`src/rtl/ukol_pkg.sv`:
```
package ukol_pkg;

    localparam int CAPACITY_DEF  = 64;
    localparam int KEY_WIDTH_DEF = 32;

    localparam logic [2:0] FN_ADD_FIRST  = 3'd0;
    localparam logic [2:0] FN_ADD_LAST   = 3'd1;
    localparam logic [2:0] FN_ADD_AFTER  = 3'd2;
    localparam logic [2:0] FN_ADD_BEFORE = 3'd3;
    localparam logic [2:0] FN_REMOVE     = 3'd4;
    localparam logic [2:0] FN_REVERSE    = 3'd5;
    localparam logic [2:0] FN_READ_OUT   = 3'd6;

    localparam logic [2:0] ST_DONE      = 3'd0;
    localparam logic [2:0] ST_DUPLICATE = 3'd1;
    localparam logic [2:0] ST_NOT_FOUND = 3'd2;
    localparam logic [2:0] ST_FULL      = 3'd3;
    localparam logic [2:0] ST_EMPTY     = 3'd4;

    typedef struct packed {
        logic [2:0]         func;
        logic signed [31:0] key;
        logic signed [31:0] anchor_key;
    } t_in;

    typedef struct packed {
        logic [2:0]         status;
        logic signed [31:0] out_key;
        logic [6:0]         entry_count;
        logic               last;
    } t_out;

endpackage

```
`src/rtl/ukol_ram.sv`:
```
module ukol_ram #(
    parameter int WIDTH = 32,
    parameter int DEPTH = 64
) (
    input  logic                     i_clk,
    input  logic                     i_we,
    input  logic [$clog2(DEPTH)-1:0] i_waddr,
    input  logic [WIDTH-1:0]         i_wdata,
    input  logic                     i_re,
    input  logic [$clog2(DEPTH)-1:0] i_raddr,
    output logic [WIDTH-1:0]         o_rdata
);

    logic [WIDTH-1:0] r_mem [DEPTH];
    logic [WIDTH-1:0] r_rdata;

    always_ff @(posedge i_clk) begin
        if (i_we) begin
            r_mem[i_waddr] <= i_wdata;
        end
        if (i_re) begin
            r_rdata <= r_mem[i_raddr];
        end
    end

    assign o_rdata = r_rdata;

endmodule

```
`src/rtl/unique_key_ordered_list_core.sv`:
```
// Channel  Valid        Stall        Payload
// in       i_in_valid   o_in_stall   i_in_data  (ukol_pkg::t_in, one command)
// out      o_out_valid  i_out_stall  o_out_data (ukol_pkg::t_out, one result)
//
// One command at a time; o_in_stall is high until its last result is in the output register.
// A key lookup walks the held keys through the RAM read port,
// twice for add after / add before (key, then anchor).
// Insert: shift the keys from the insert point up, then write the key. Remove: shift the keys above it down.
// Read out reads each held key (S_RD), then loads it into the output register (S_RL); any other command ends in S_RES.
// Reset clears state, output valid, count and order but not the keys; the key RAM needs no clearing pass.
module unique_key_ordered_list_core #(
    parameter int CAPACITY  = ukol_pkg::CAPACITY_DEF,
    parameter int KEY_WIDTH = ukol_pkg::KEY_WIDTH_DEF
) (
    input  logic           i_clk,
    input  logic           i_rst_n,
    input  logic           i_in_valid,
    output logic           o_in_stall,
    input  ukol_pkg::t_in  i_in_data,
    output logic           o_out_valid,
    input  logic           i_out_stall,
    output ukol_pkg::t_out o_out_data
);

    localparam int AW = $clog2(CAPACITY);
    localparam int CW = $clog2(CAPACITY + 1);

    typedef enum logic [7:0] {
        S_IDLE  = 8'b0000_0001,
        S_SCAN  = 8'b0000_0010,
        S_UP    = 8'b0000_0100,
        S_DN    = 8'b0000_1000,
        S_WRITE = 8'b0001_0000,
        S_RES   = 8'b0010_0000,
        S_RD    = 8'b0100_0000,
        S_RL    = 8'b1000_0000
    } t_state;

    t_state               r_state;
    logic [2:0]           r_func;
    logic [KEY_WIDTH-1:0] r_key;
    logic [KEY_WIDTH-1:0] r_anchor;
    logic [CW-1:0]        r_count;
    logic                 r_flip;
    logic [CW-1:0]        r_idx;
    logic                 r_rv;
    logic [AW-1:0]        r_rd_addr;
    logic                 r_pass;
    logic [CW-1:0]        r_q;
    logic [2:0]           r_status;
    logic                 r_out_vld;
    ukol_pkg::t_out       r_out;

    logic                 ram_we;
    logic [AW-1:0]        ram_waddr;
    logic [KEY_WIDTH-1:0] ram_wdata;
    logic                 ram_re;
    logic [AW-1:0]        ram_raddr;
    logic [KEY_WIDTH-1:0] ram_rdata;

    logic                 in_acc;
    logic                 can_load;
    logic                 full;
    logic                 hit;
    logic                 rd_last;
    logic [KEY_WIDTH-1:0] target;
    logic [CW-1:0]        a_ext;

    assign in_acc   = i_in_valid && (r_state == S_IDLE);
    assign can_load = !r_out_vld || !i_out_stall;
    assign full     = (r_count == CW'(CAPACITY));
    assign target   = r_pass ? r_anchor : r_key;
    assign hit      = r_rv && (ram_rdata == target);
    assign rd_last  = ((r_idx + 1'b1) == r_count);
    assign a_ext    = CW'(r_rd_addr);

    always_comb begin
        ram_re    = 1'b0;
        ram_raddr = '0;
        ram_we    = 1'b0;
        ram_waddr = '0;
        ram_wdata = ram_rdata;
        case (r_state)
            S_SCAN: begin
                ram_re    = (r_idx < r_count);
                ram_raddr = AW'(r_idx);
            end
            S_UP: begin
                ram_re    = (r_idx > r_q);
                ram_raddr = AW'(r_idx - 1'b1);
                ram_we    = r_rv;
                ram_waddr = AW'(r_rd_addr + 1'b1);
            end
            S_DN: begin
                ram_re    = (r_idx < r_count);
                ram_raddr = AW'(r_idx);
                ram_we    = r_rv;
                ram_waddr = AW'(r_rd_addr - 1'b1);
            end
            S_WRITE: begin
                ram_we    = 1'b1;
                ram_waddr = AW'(r_q);
                ram_wdata = r_key;
            end
            S_RD: begin
                ram_re    = 1'b1;
                ram_raddr = r_flip ? AW'(r_count - 1'b1 - r_idx) : AW'(r_idx);
            end
            default: begin
            end
        endcase
    end

    ukol_ram #(
        .WIDTH(KEY_WIDTH),
        .DEPTH(CAPACITY)
    ) u_ram (
        .i_clk  (i_clk),
        .i_we   (ram_we),
        .i_waddr(ram_waddr),
        .i_wdata(ram_wdata),
        .i_re   (ram_re),
        .i_raddr(ram_raddr),
        .o_rdata(ram_rdata)
    );

    always_ff @(posedge i_clk) begin
        if (!i_rst_n) begin
            r_state   <= S_IDLE;
            r_count   <= '0;
            r_flip    <= 1'b0;
            r_out_vld <= 1'b0;
            r_rv      <= 1'b0;
        end else begin
            if (r_out_vld && !i_out_stall) begin
                r_out_vld <= 1'b0;
            end
            case (r_state)
                S_IDLE: begin
                    if (in_acc) begin
                        r_func   <= i_in_data.func;
                        r_key    <= KEY_WIDTH'(64'(unsigned'(i_in_data.key)));
                        r_anchor <= KEY_WIDTH'(64'(unsigned'(i_in_data.anchor_key)));
                        r_idx    <= '0;
                        r_rv     <= 1'b0;
                        r_pass   <= 1'b0;
                        case (i_in_data.func)
                            ukol_pkg::FN_ADD_FIRST, ukol_pkg::FN_ADD_LAST,
                            ukol_pkg::FN_ADD_AFTER, ukol_pkg::FN_ADD_BEFORE: begin
                                r_state <= S_SCAN;
                            end
                            ukol_pkg::FN_REMOVE: begin
                                if (r_count == '0) begin
                                    r_status <= ukol_pkg::ST_EMPTY;
                                    r_state  <= S_RES;
                                end else begin
                                    r_state <= S_SCAN;
                                end
                            end
                            ukol_pkg::FN_REVERSE: begin
                                r_flip   <= !r_flip;
                                r_status <= ukol_pkg::ST_DONE;
                                r_state  <= S_RES;
                            end
                            ukol_pkg::FN_READ_OUT: begin
                                if (r_count == '0) begin
                                    r_status <= ukol_pkg::ST_EMPTY;
                                    r_state  <= S_RES;
                                end else begin
                                    r_state <= S_RD;
                                end
                            end
                            default: begin
                                r_status <= ukol_pkg::ST_DONE;
                                r_state  <= S_RES;
                            end
                        endcase
                    end
                end
                S_SCAN: begin
                    r_rv      <= ram_re;
                    r_rd_addr <= ram_raddr;
                    if (ram_re) begin
                        r_idx <= r_idx + 1'b1;
                    end
                    if (hit) begin
                        r_rv <= 1'b0;
                        if (!r_pass) begin
                            if (r_func == ukol_pkg::FN_REMOVE) begin
                                r_idx   <= a_ext + 1'b1;
                                r_state <= S_DN;
                            end else begin
                                r_status <= ukol_pkg::ST_DUPLICATE;
                                r_state  <= S_RES;
                            end
                        end else if (full) begin
                            r_status <= ukol_pkg::ST_FULL;
                            r_state  <= S_RES;
                        end else begin
                            if (r_func == ukol_pkg::FN_ADD_AFTER) begin
                                r_q <= r_flip ? a_ext : a_ext + 1'b1;
                            end else begin
                                r_q <= r_flip ? a_ext + 1'b1 : a_ext;
                            end
                            r_idx   <= r_count;
                            r_state <= S_UP;
                        end
                    end else if (!r_rv && (r_idx == r_count)) begin
                        if (r_pass || (r_func == ukol_pkg::FN_REMOVE)) begin
                            r_status <= ukol_pkg::ST_NOT_FOUND;
                            r_state  <= S_RES;
                        end else if ((r_func == ukol_pkg::FN_ADD_FIRST) ||
                                     (r_func == ukol_pkg::FN_ADD_LAST)) begin
                            if (full) begin
                                r_status <= ukol_pkg::ST_FULL;
                                r_state  <= S_RES;
                            end else begin
                                if (r_func == ukol_pkg::FN_ADD_FIRST) begin
                                    r_q <= r_flip ? r_count : '0;
                                end else begin
                                    r_q <= r_flip ? '0 : r_count;
                                end
                                r_state <= S_UP;
                            end
                        end else if (r_count == '0) begin
                            r_status <= ukol_pkg::ST_EMPTY;
                            r_state  <= S_RES;
                        end else begin
                            r_pass <= 1'b1;
                            r_idx  <= '0;
                        end
                    end
                end
                S_UP: begin
                    r_rv      <= ram_re;
                    r_rd_addr <= ram_raddr;
                    if (ram_re) begin
                        r_idx <= r_idx - 1'b1;
                    end else if (!r_rv) begin
                        r_state <= S_WRITE;
                    end
                end
                S_DN: begin
                    r_rv      <= ram_re;
                    r_rd_addr <= ram_raddr;
                    if (ram_re) begin
                        r_idx <= r_idx + 1'b1;
                    end else if (!r_rv) begin
                        r_count  <= r_count - 1'b1;
                        r_status <= ukol_pkg::ST_DONE;
                        r_state  <= S_RES;
                    end
                end
                S_WRITE: begin
                    r_count  <= r_count + 1'b1;
                    r_status <= ukol_pkg::ST_DONE;
                    r_state  <= S_RES;
                end
                S_RES: begin
                    if (can_load) begin
                        r_out_vld         <= 1'b1;
                        r_out.status      <= r_status;
                        r_out.out_key     <= '0;
                        r_out.entry_count <= 7'(r_count);
                        r_out.last        <= 1'b1;
                        r_state           <= S_IDLE;
                    end
                end
                S_RD: begin
                    r_state <= S_RL;
                end
                S_RL: begin
                    if (can_load) begin
                        r_out_vld         <= 1'b1;
                        r_out.status      <= ukol_pkg::ST_DONE;
                        r_out.out_key     <= 32'(64'(ram_rdata));
                        r_out.entry_count <= 7'(r_count);
                        r_out.last        <= rd_last;
                        if (rd_last) begin
                            r_state <= S_IDLE;
                        end else begin
                            r_idx   <= r_idx + 1'b1;
                            r_state <= S_RD;
                        end
                    end
                end
                default: begin
                    r_state <= S_IDLE;
                end
            endcase
        end
    end

    assign o_in_stall  = (r_state != S_IDLE);
    assign o_out_valid = r_out_vld;
    assign o_out_data  = r_out;

endmodule

```
`config.mk`:
```
export PLATFORM = sky130hd
export DESIGN_NAME = unique_key_ordered_list_core
export DESIGN_NICKNAME = d
export VERILOG_FILES = /design/src/rtl/ukol_pkg.sv /design/src/rtl/ukol_ram.sv /design/src/rtl/unique_key_ordered_list_core.sv
export SDC_FILE = /design/constraint.sdc
export NUM_CORES = 2
export LEC_CHECK = 0
export BUFFER_PORTS_ARGS = -buffer_cell sky130_fd_sc_hd__buf_2
export CAP_MARGIN = 20
export CORE_MARGIN = 1.5
export CORE_UTILIZATION = 30
export CTS_BUF_LIST = sky130_fd_sc_hd__clkbuf_8
export DETAILED_ROUTE_END_ITERATION = 6
export PLACE_DENSITY_LB_ADDON = 0.2
export SLEW_MARGIN = 40
export SYNTH_ARGS = -nofsm -noshare
export SYNTH_HDL_FRONTEND = slang
export SYNTH_HIERARCHICAL = 1
export SYNTH_SLANG_ARGS = --single-unit
export TNS_END_PERCENT = 30
```
`constraint.sdc`:
```
create_clock -name i_clk -period 13.2 [get_ports i_clk]
set_input_delay 0.66 -clock i_clk [delete_from_list [all_inputs] [get_ports i_clk]]
set_output_delay 0.66 -clock i_clk [all_outputs]
set_load 0.005 [all_outputs]
```
==> summary.md <==
| Metric | Value |
|---|---|
| CP top delay family | `simple AND/OR/NAND/NOR gates` |
| Area growth syn-to-layout | `15.6%` |
| Initial core utilization | `between 30% and 40%` |
| Clock tree from TritonCTS | `done` |
| Worst r2r src | `r_state[7]` |
| First DRT Iteration DRCs | `~5000` |
| Die Span Y | `approximately 550 microns` |
| Most used cell, CP | `or4_1` |
| Tmin final | `about 6.4 ns` |
| Worst VDD drop | `between 0.1 and 0.15 mV` |
| Wire per inst | `30.4 microns` |
| Die W | `roughly 550 microns` |
| Worst hold slack | `0.256 ns` |
| Distinct cells, synth | `79` |
| Final WL | `275000 microns` |
| CP Capture Point | `u_ram/o_rdata[24]` |
| Remaining design rule violation count | `0` |
| Clock share of power | `35.0%` |
| Worst EP arrival | `around 7.2 ns` |
| Ys flop type | `edfxtp_1` |
| Final Cycle Share | `48.4%` |
| Sw Share | `27.1%` |
| R2R Path End | `u_ram/o_rdata[24]` |
| Outcome | `completed` |
| Seq/Total Area, Yosys | `75.7%` |
| Ys Warns | `6` |
| Hold WC Path Type | `input port to flop` |
| Max_slew headroom | `roughly two fifths` |
| Post-Syn Area | `88300 sq um` |
| Clock Path Buffers | `4` |
| Internal Power | `11.8 mW` |
| Final setup viols | `0` |
| Worst-margin pin slew | `0.909 ns` |
| Via density | `5.13` |
| Fill cells | `27700` |
| Post-Place Cells | `approximately 8300` |
| Final Hold Fails | `0` |
| Total clock sinks | `2232` |
| Num CTS Buffers | `395` |
| Post-synth EDFFs | `2214` |
| Number of global-route vias before repair | `47500` |
| First-pass GRT wire length | `approximately 380000 microns` |
| Clk_lat worst skew | `around 1.1 ns` |
| Synthesized net count | `between 4000 and 5000` |
| CP max stage delay | `0.83 ns` |
| Sequential share of power | `48.9%` |
| Mapped Cells | `4343` |
| Critical Path Start Type | `flop` |
| Largest net degree at the start of global routing | `97` |
| Buf/Inv on CP | `3` |
| Critical-path top delay cell | `or4_1` |
| Reg2reg path depth | `13` |
| Power per Cell Area | `158 nW/um^2` |
| Post-synthesis async set-or-reset flop share | `0%` |
| Worst Path Max Fanout | `79` |
| Initial antenna violation count | `18` |
| Fin. max-slew vios | `0` |
| H-tree depth | `5` |
| Switching pwr | `4.38 mW` |
| Clock transition at the registers of the reported paths | `0.06 ns` |
| Crit. Startpoint | `r_state[7]` |
| Drt first pass iters | `5` |
| Routed vias | `46500` |
| Unrepaired setup endpoints after global routing | `no` |
| Max-Cap Viols | `0` |
| Critical path class | `flop to flop` |
| Setup_tns | `0 ns` |
| Die area | `298000 sq um` |
| Core footprint | `293000 sq um` |
| Synth Register Bits | `about 2200` |
| Row Count | `199` |
| Finished Layout Cells | `9050` |
| Nets | `4955` |
| Post-Syn Area per Cell | `20.3 sq um` |
| Clock skew | `about 0.097 ns` |
| Setup Buffers After CTS | `0` |
| Gpl congestion | `0.809` |
| Critical Path Sink Type | `flop` |
| GRT Resource Usage Total | `18.2%` |
| Detailed Place HPWL | `around 150000 microns` |
| Layout cells sized above 1 | `25.9%` |
| Gate power share | `16.0%` |
| Data required time of the critical path | `about 14 ns` |
| Root Driver | `clkbuf_8` |
| Cells along the critical path | `or4_1 -> or4_1 -> nor2_1 -> a31oi_1 -> nand2_4 -> buf_4 -> buf_12 -> buf_16 -> mux4_2 -> a22oi_1 -> nand3_1 -> nand2_1 -> a21oi_1` |
| Top Ports | `116` |
| IO buf count | `around 120` |
| Post-DRT Antenna Nets | `0` |
| Worst path depth | `13` |
| Max Clk Rate | `156 MHz` |
| R2r setup slk | `6.81 ns` |
| Leakage power | `31.7 nW` |
| Global route overflow | `0` |
logic make-up (layout without fill, tap and decap cells):
family	Yosys count	count (layout)	share of synthesized area, %
AO/OA/AOI/OAI	515	515	4.03
flip-flops	2232	2232	75.7
other	0	6	0
multiplexers	702	702	14.3
adder cells (fa/ha/maj)	31	31	0.456
XOR/XNOR	77	77	0.764
buffers and inverters	279	1061	1.82
AND/OR/NAND/NOR	507	507	2.90
metrics by stage:
stage | setup slack (ns) | power [mW] | utilization (%) | area [sq um]
4_1_cts | 6.70 | 16.4 | 34.7 | 102000
6_report | 6.81 | 16.2 | 34.8 | 102000
2_1_floorplan | 7.88 | 9.84 | - | 88300
3_3_place_gp | 6.17 | 10.6 | 32.1 | 94200
5_1_grt | 6.56 | 16.8 | 34.8 | 102000
3_5_place_dp | 6.67 | 10.7 | 32.2 | 94400
worst register-to-register path, delay by kind of cell (launching register included):
kind	cells	cell delay (ns)
flops	1	0.38
mux	1	0.54
simple gates	6	2.89
compound gates	3	0.77
buf+inv	3	1.57
cell type report:
type	instances	area [sq um]	share of cell area (%)
antenna	6	15.0	0.0147
clock buffer	400	5510	5.39
clock inverter	269	1190	1.17
inverter	34	128	0.125
multi-input combinational	1832	20600	20.1
sequential	2232	66800	65.5
tap	3919	4900	4.80
timing repair buffer	358	2920	2.86
Yosys cell counts, drive strengths merged (8+ instances only):
cell type,count,area share (%)
clkbuf,100,0.43
xnor2,61,0.60
a31oi,25,0.18
mux2,33,0.42
o21ai,72,0.41
a311o,13,0.15
nor3,27,0.17
or3,9,0.064
a211oi,22,0.19
a211o,9,0.089
nand4,8,0.057
nor2,143,0.62
o211ai,17,0.14
buf,145,1.3
ha,29,0.41
and2,41,0.29
or2,13,0.092
a22oi,136,1.2
dfxtp,18,0.41
a22o,13,0.13
mux4,446,11
nand2,85,0.36
nor2b,21,0.15
nor4,22,0.16
o221ai,18,0.18
nand3b,9,0.077
inv,32,0.14
edfxtp,2214,75
mux2i,223,2.5
nand2b,11,0.078
nand3,82,0.46
o22ai,59,0.42
xor2,16,0.16
o22a,13,0.13
a21oi,74,0.42
and3,14,0.099
state kept, by name, summed over array words and instances, names as in the netlist, 7 cells and up:
register and count:
u_ram/r_mem 2048, o_out_data 43, u_ram/o_rdata 32, r_state 8, r_key 32, r_anchor 32
r_count 7, r_idx 7, r_q 7
cells in the final DEF (no fill, tap or decap), types with 80 or more instances in the layout:
master,Yosys,layout
buf_4,29,130
clkbuf_8,0,400
inv_1,32,168
mux2i_1,222,221
clkinv_1,2,100
edfxtp_1,2214,2214
buf_2,61,115
mux4_2,446,446
nand2_1,85,82
nand3_1,82,80
a22oi_1,136,136
how the worst min path moves through the flow:
stage	start	to	slack, ns	depth (start not counted)
2_1_floorplan	r_count[2]	o_out_data[3]	0.41	0
3_3_place_gp	r_state[2]	r_state[2]	0.51	2
3_5_place_dp	r_state[2]	r_state[2]	0.51	2
4_1_cts	i_in_data[44]	r_key[12]	0.11	2
5_1_grt	i_in_data[44]	r_key[12]	0.17	2
6_report	i_in_data[44]	r_key[12]	0.26	2
per-layer routing:
metal	track usage [%]	up-vias	wire, microns
met1	25.1	25100	120000
met3	3.37	398	18500
met4	4.77	0	6180
met5	0	-	0
met2	29.4	1792	131000
li1	-	19200	-
power by group through the flow:
| stage | Clock [mW] | Combinational (mW) | Sequential, mW |
|---|---|---|---|
| after global placement | 0 | 2.59 | 8.06 |
| final | 5.67 | 2.59 | 7.91 |
| after global routing | 6.11 | 2.75 | 7.91 |
| after floorplan | 0 | 1.83 | 8.02 |
| after detailed placement | 0 | 2.60 | 8.06 |
| after CTS | 5.82 | 2.62 | 7.91 |
repair_timing:
action / CTS / global route
hold buffers: 70 / 0
endpoints found under the hold margin: 77 / 0
resized for setup: 0 / 0
setup endpoints to repair: 0 / 0
No activity file was read; power rests on OpenSTA's default activity.
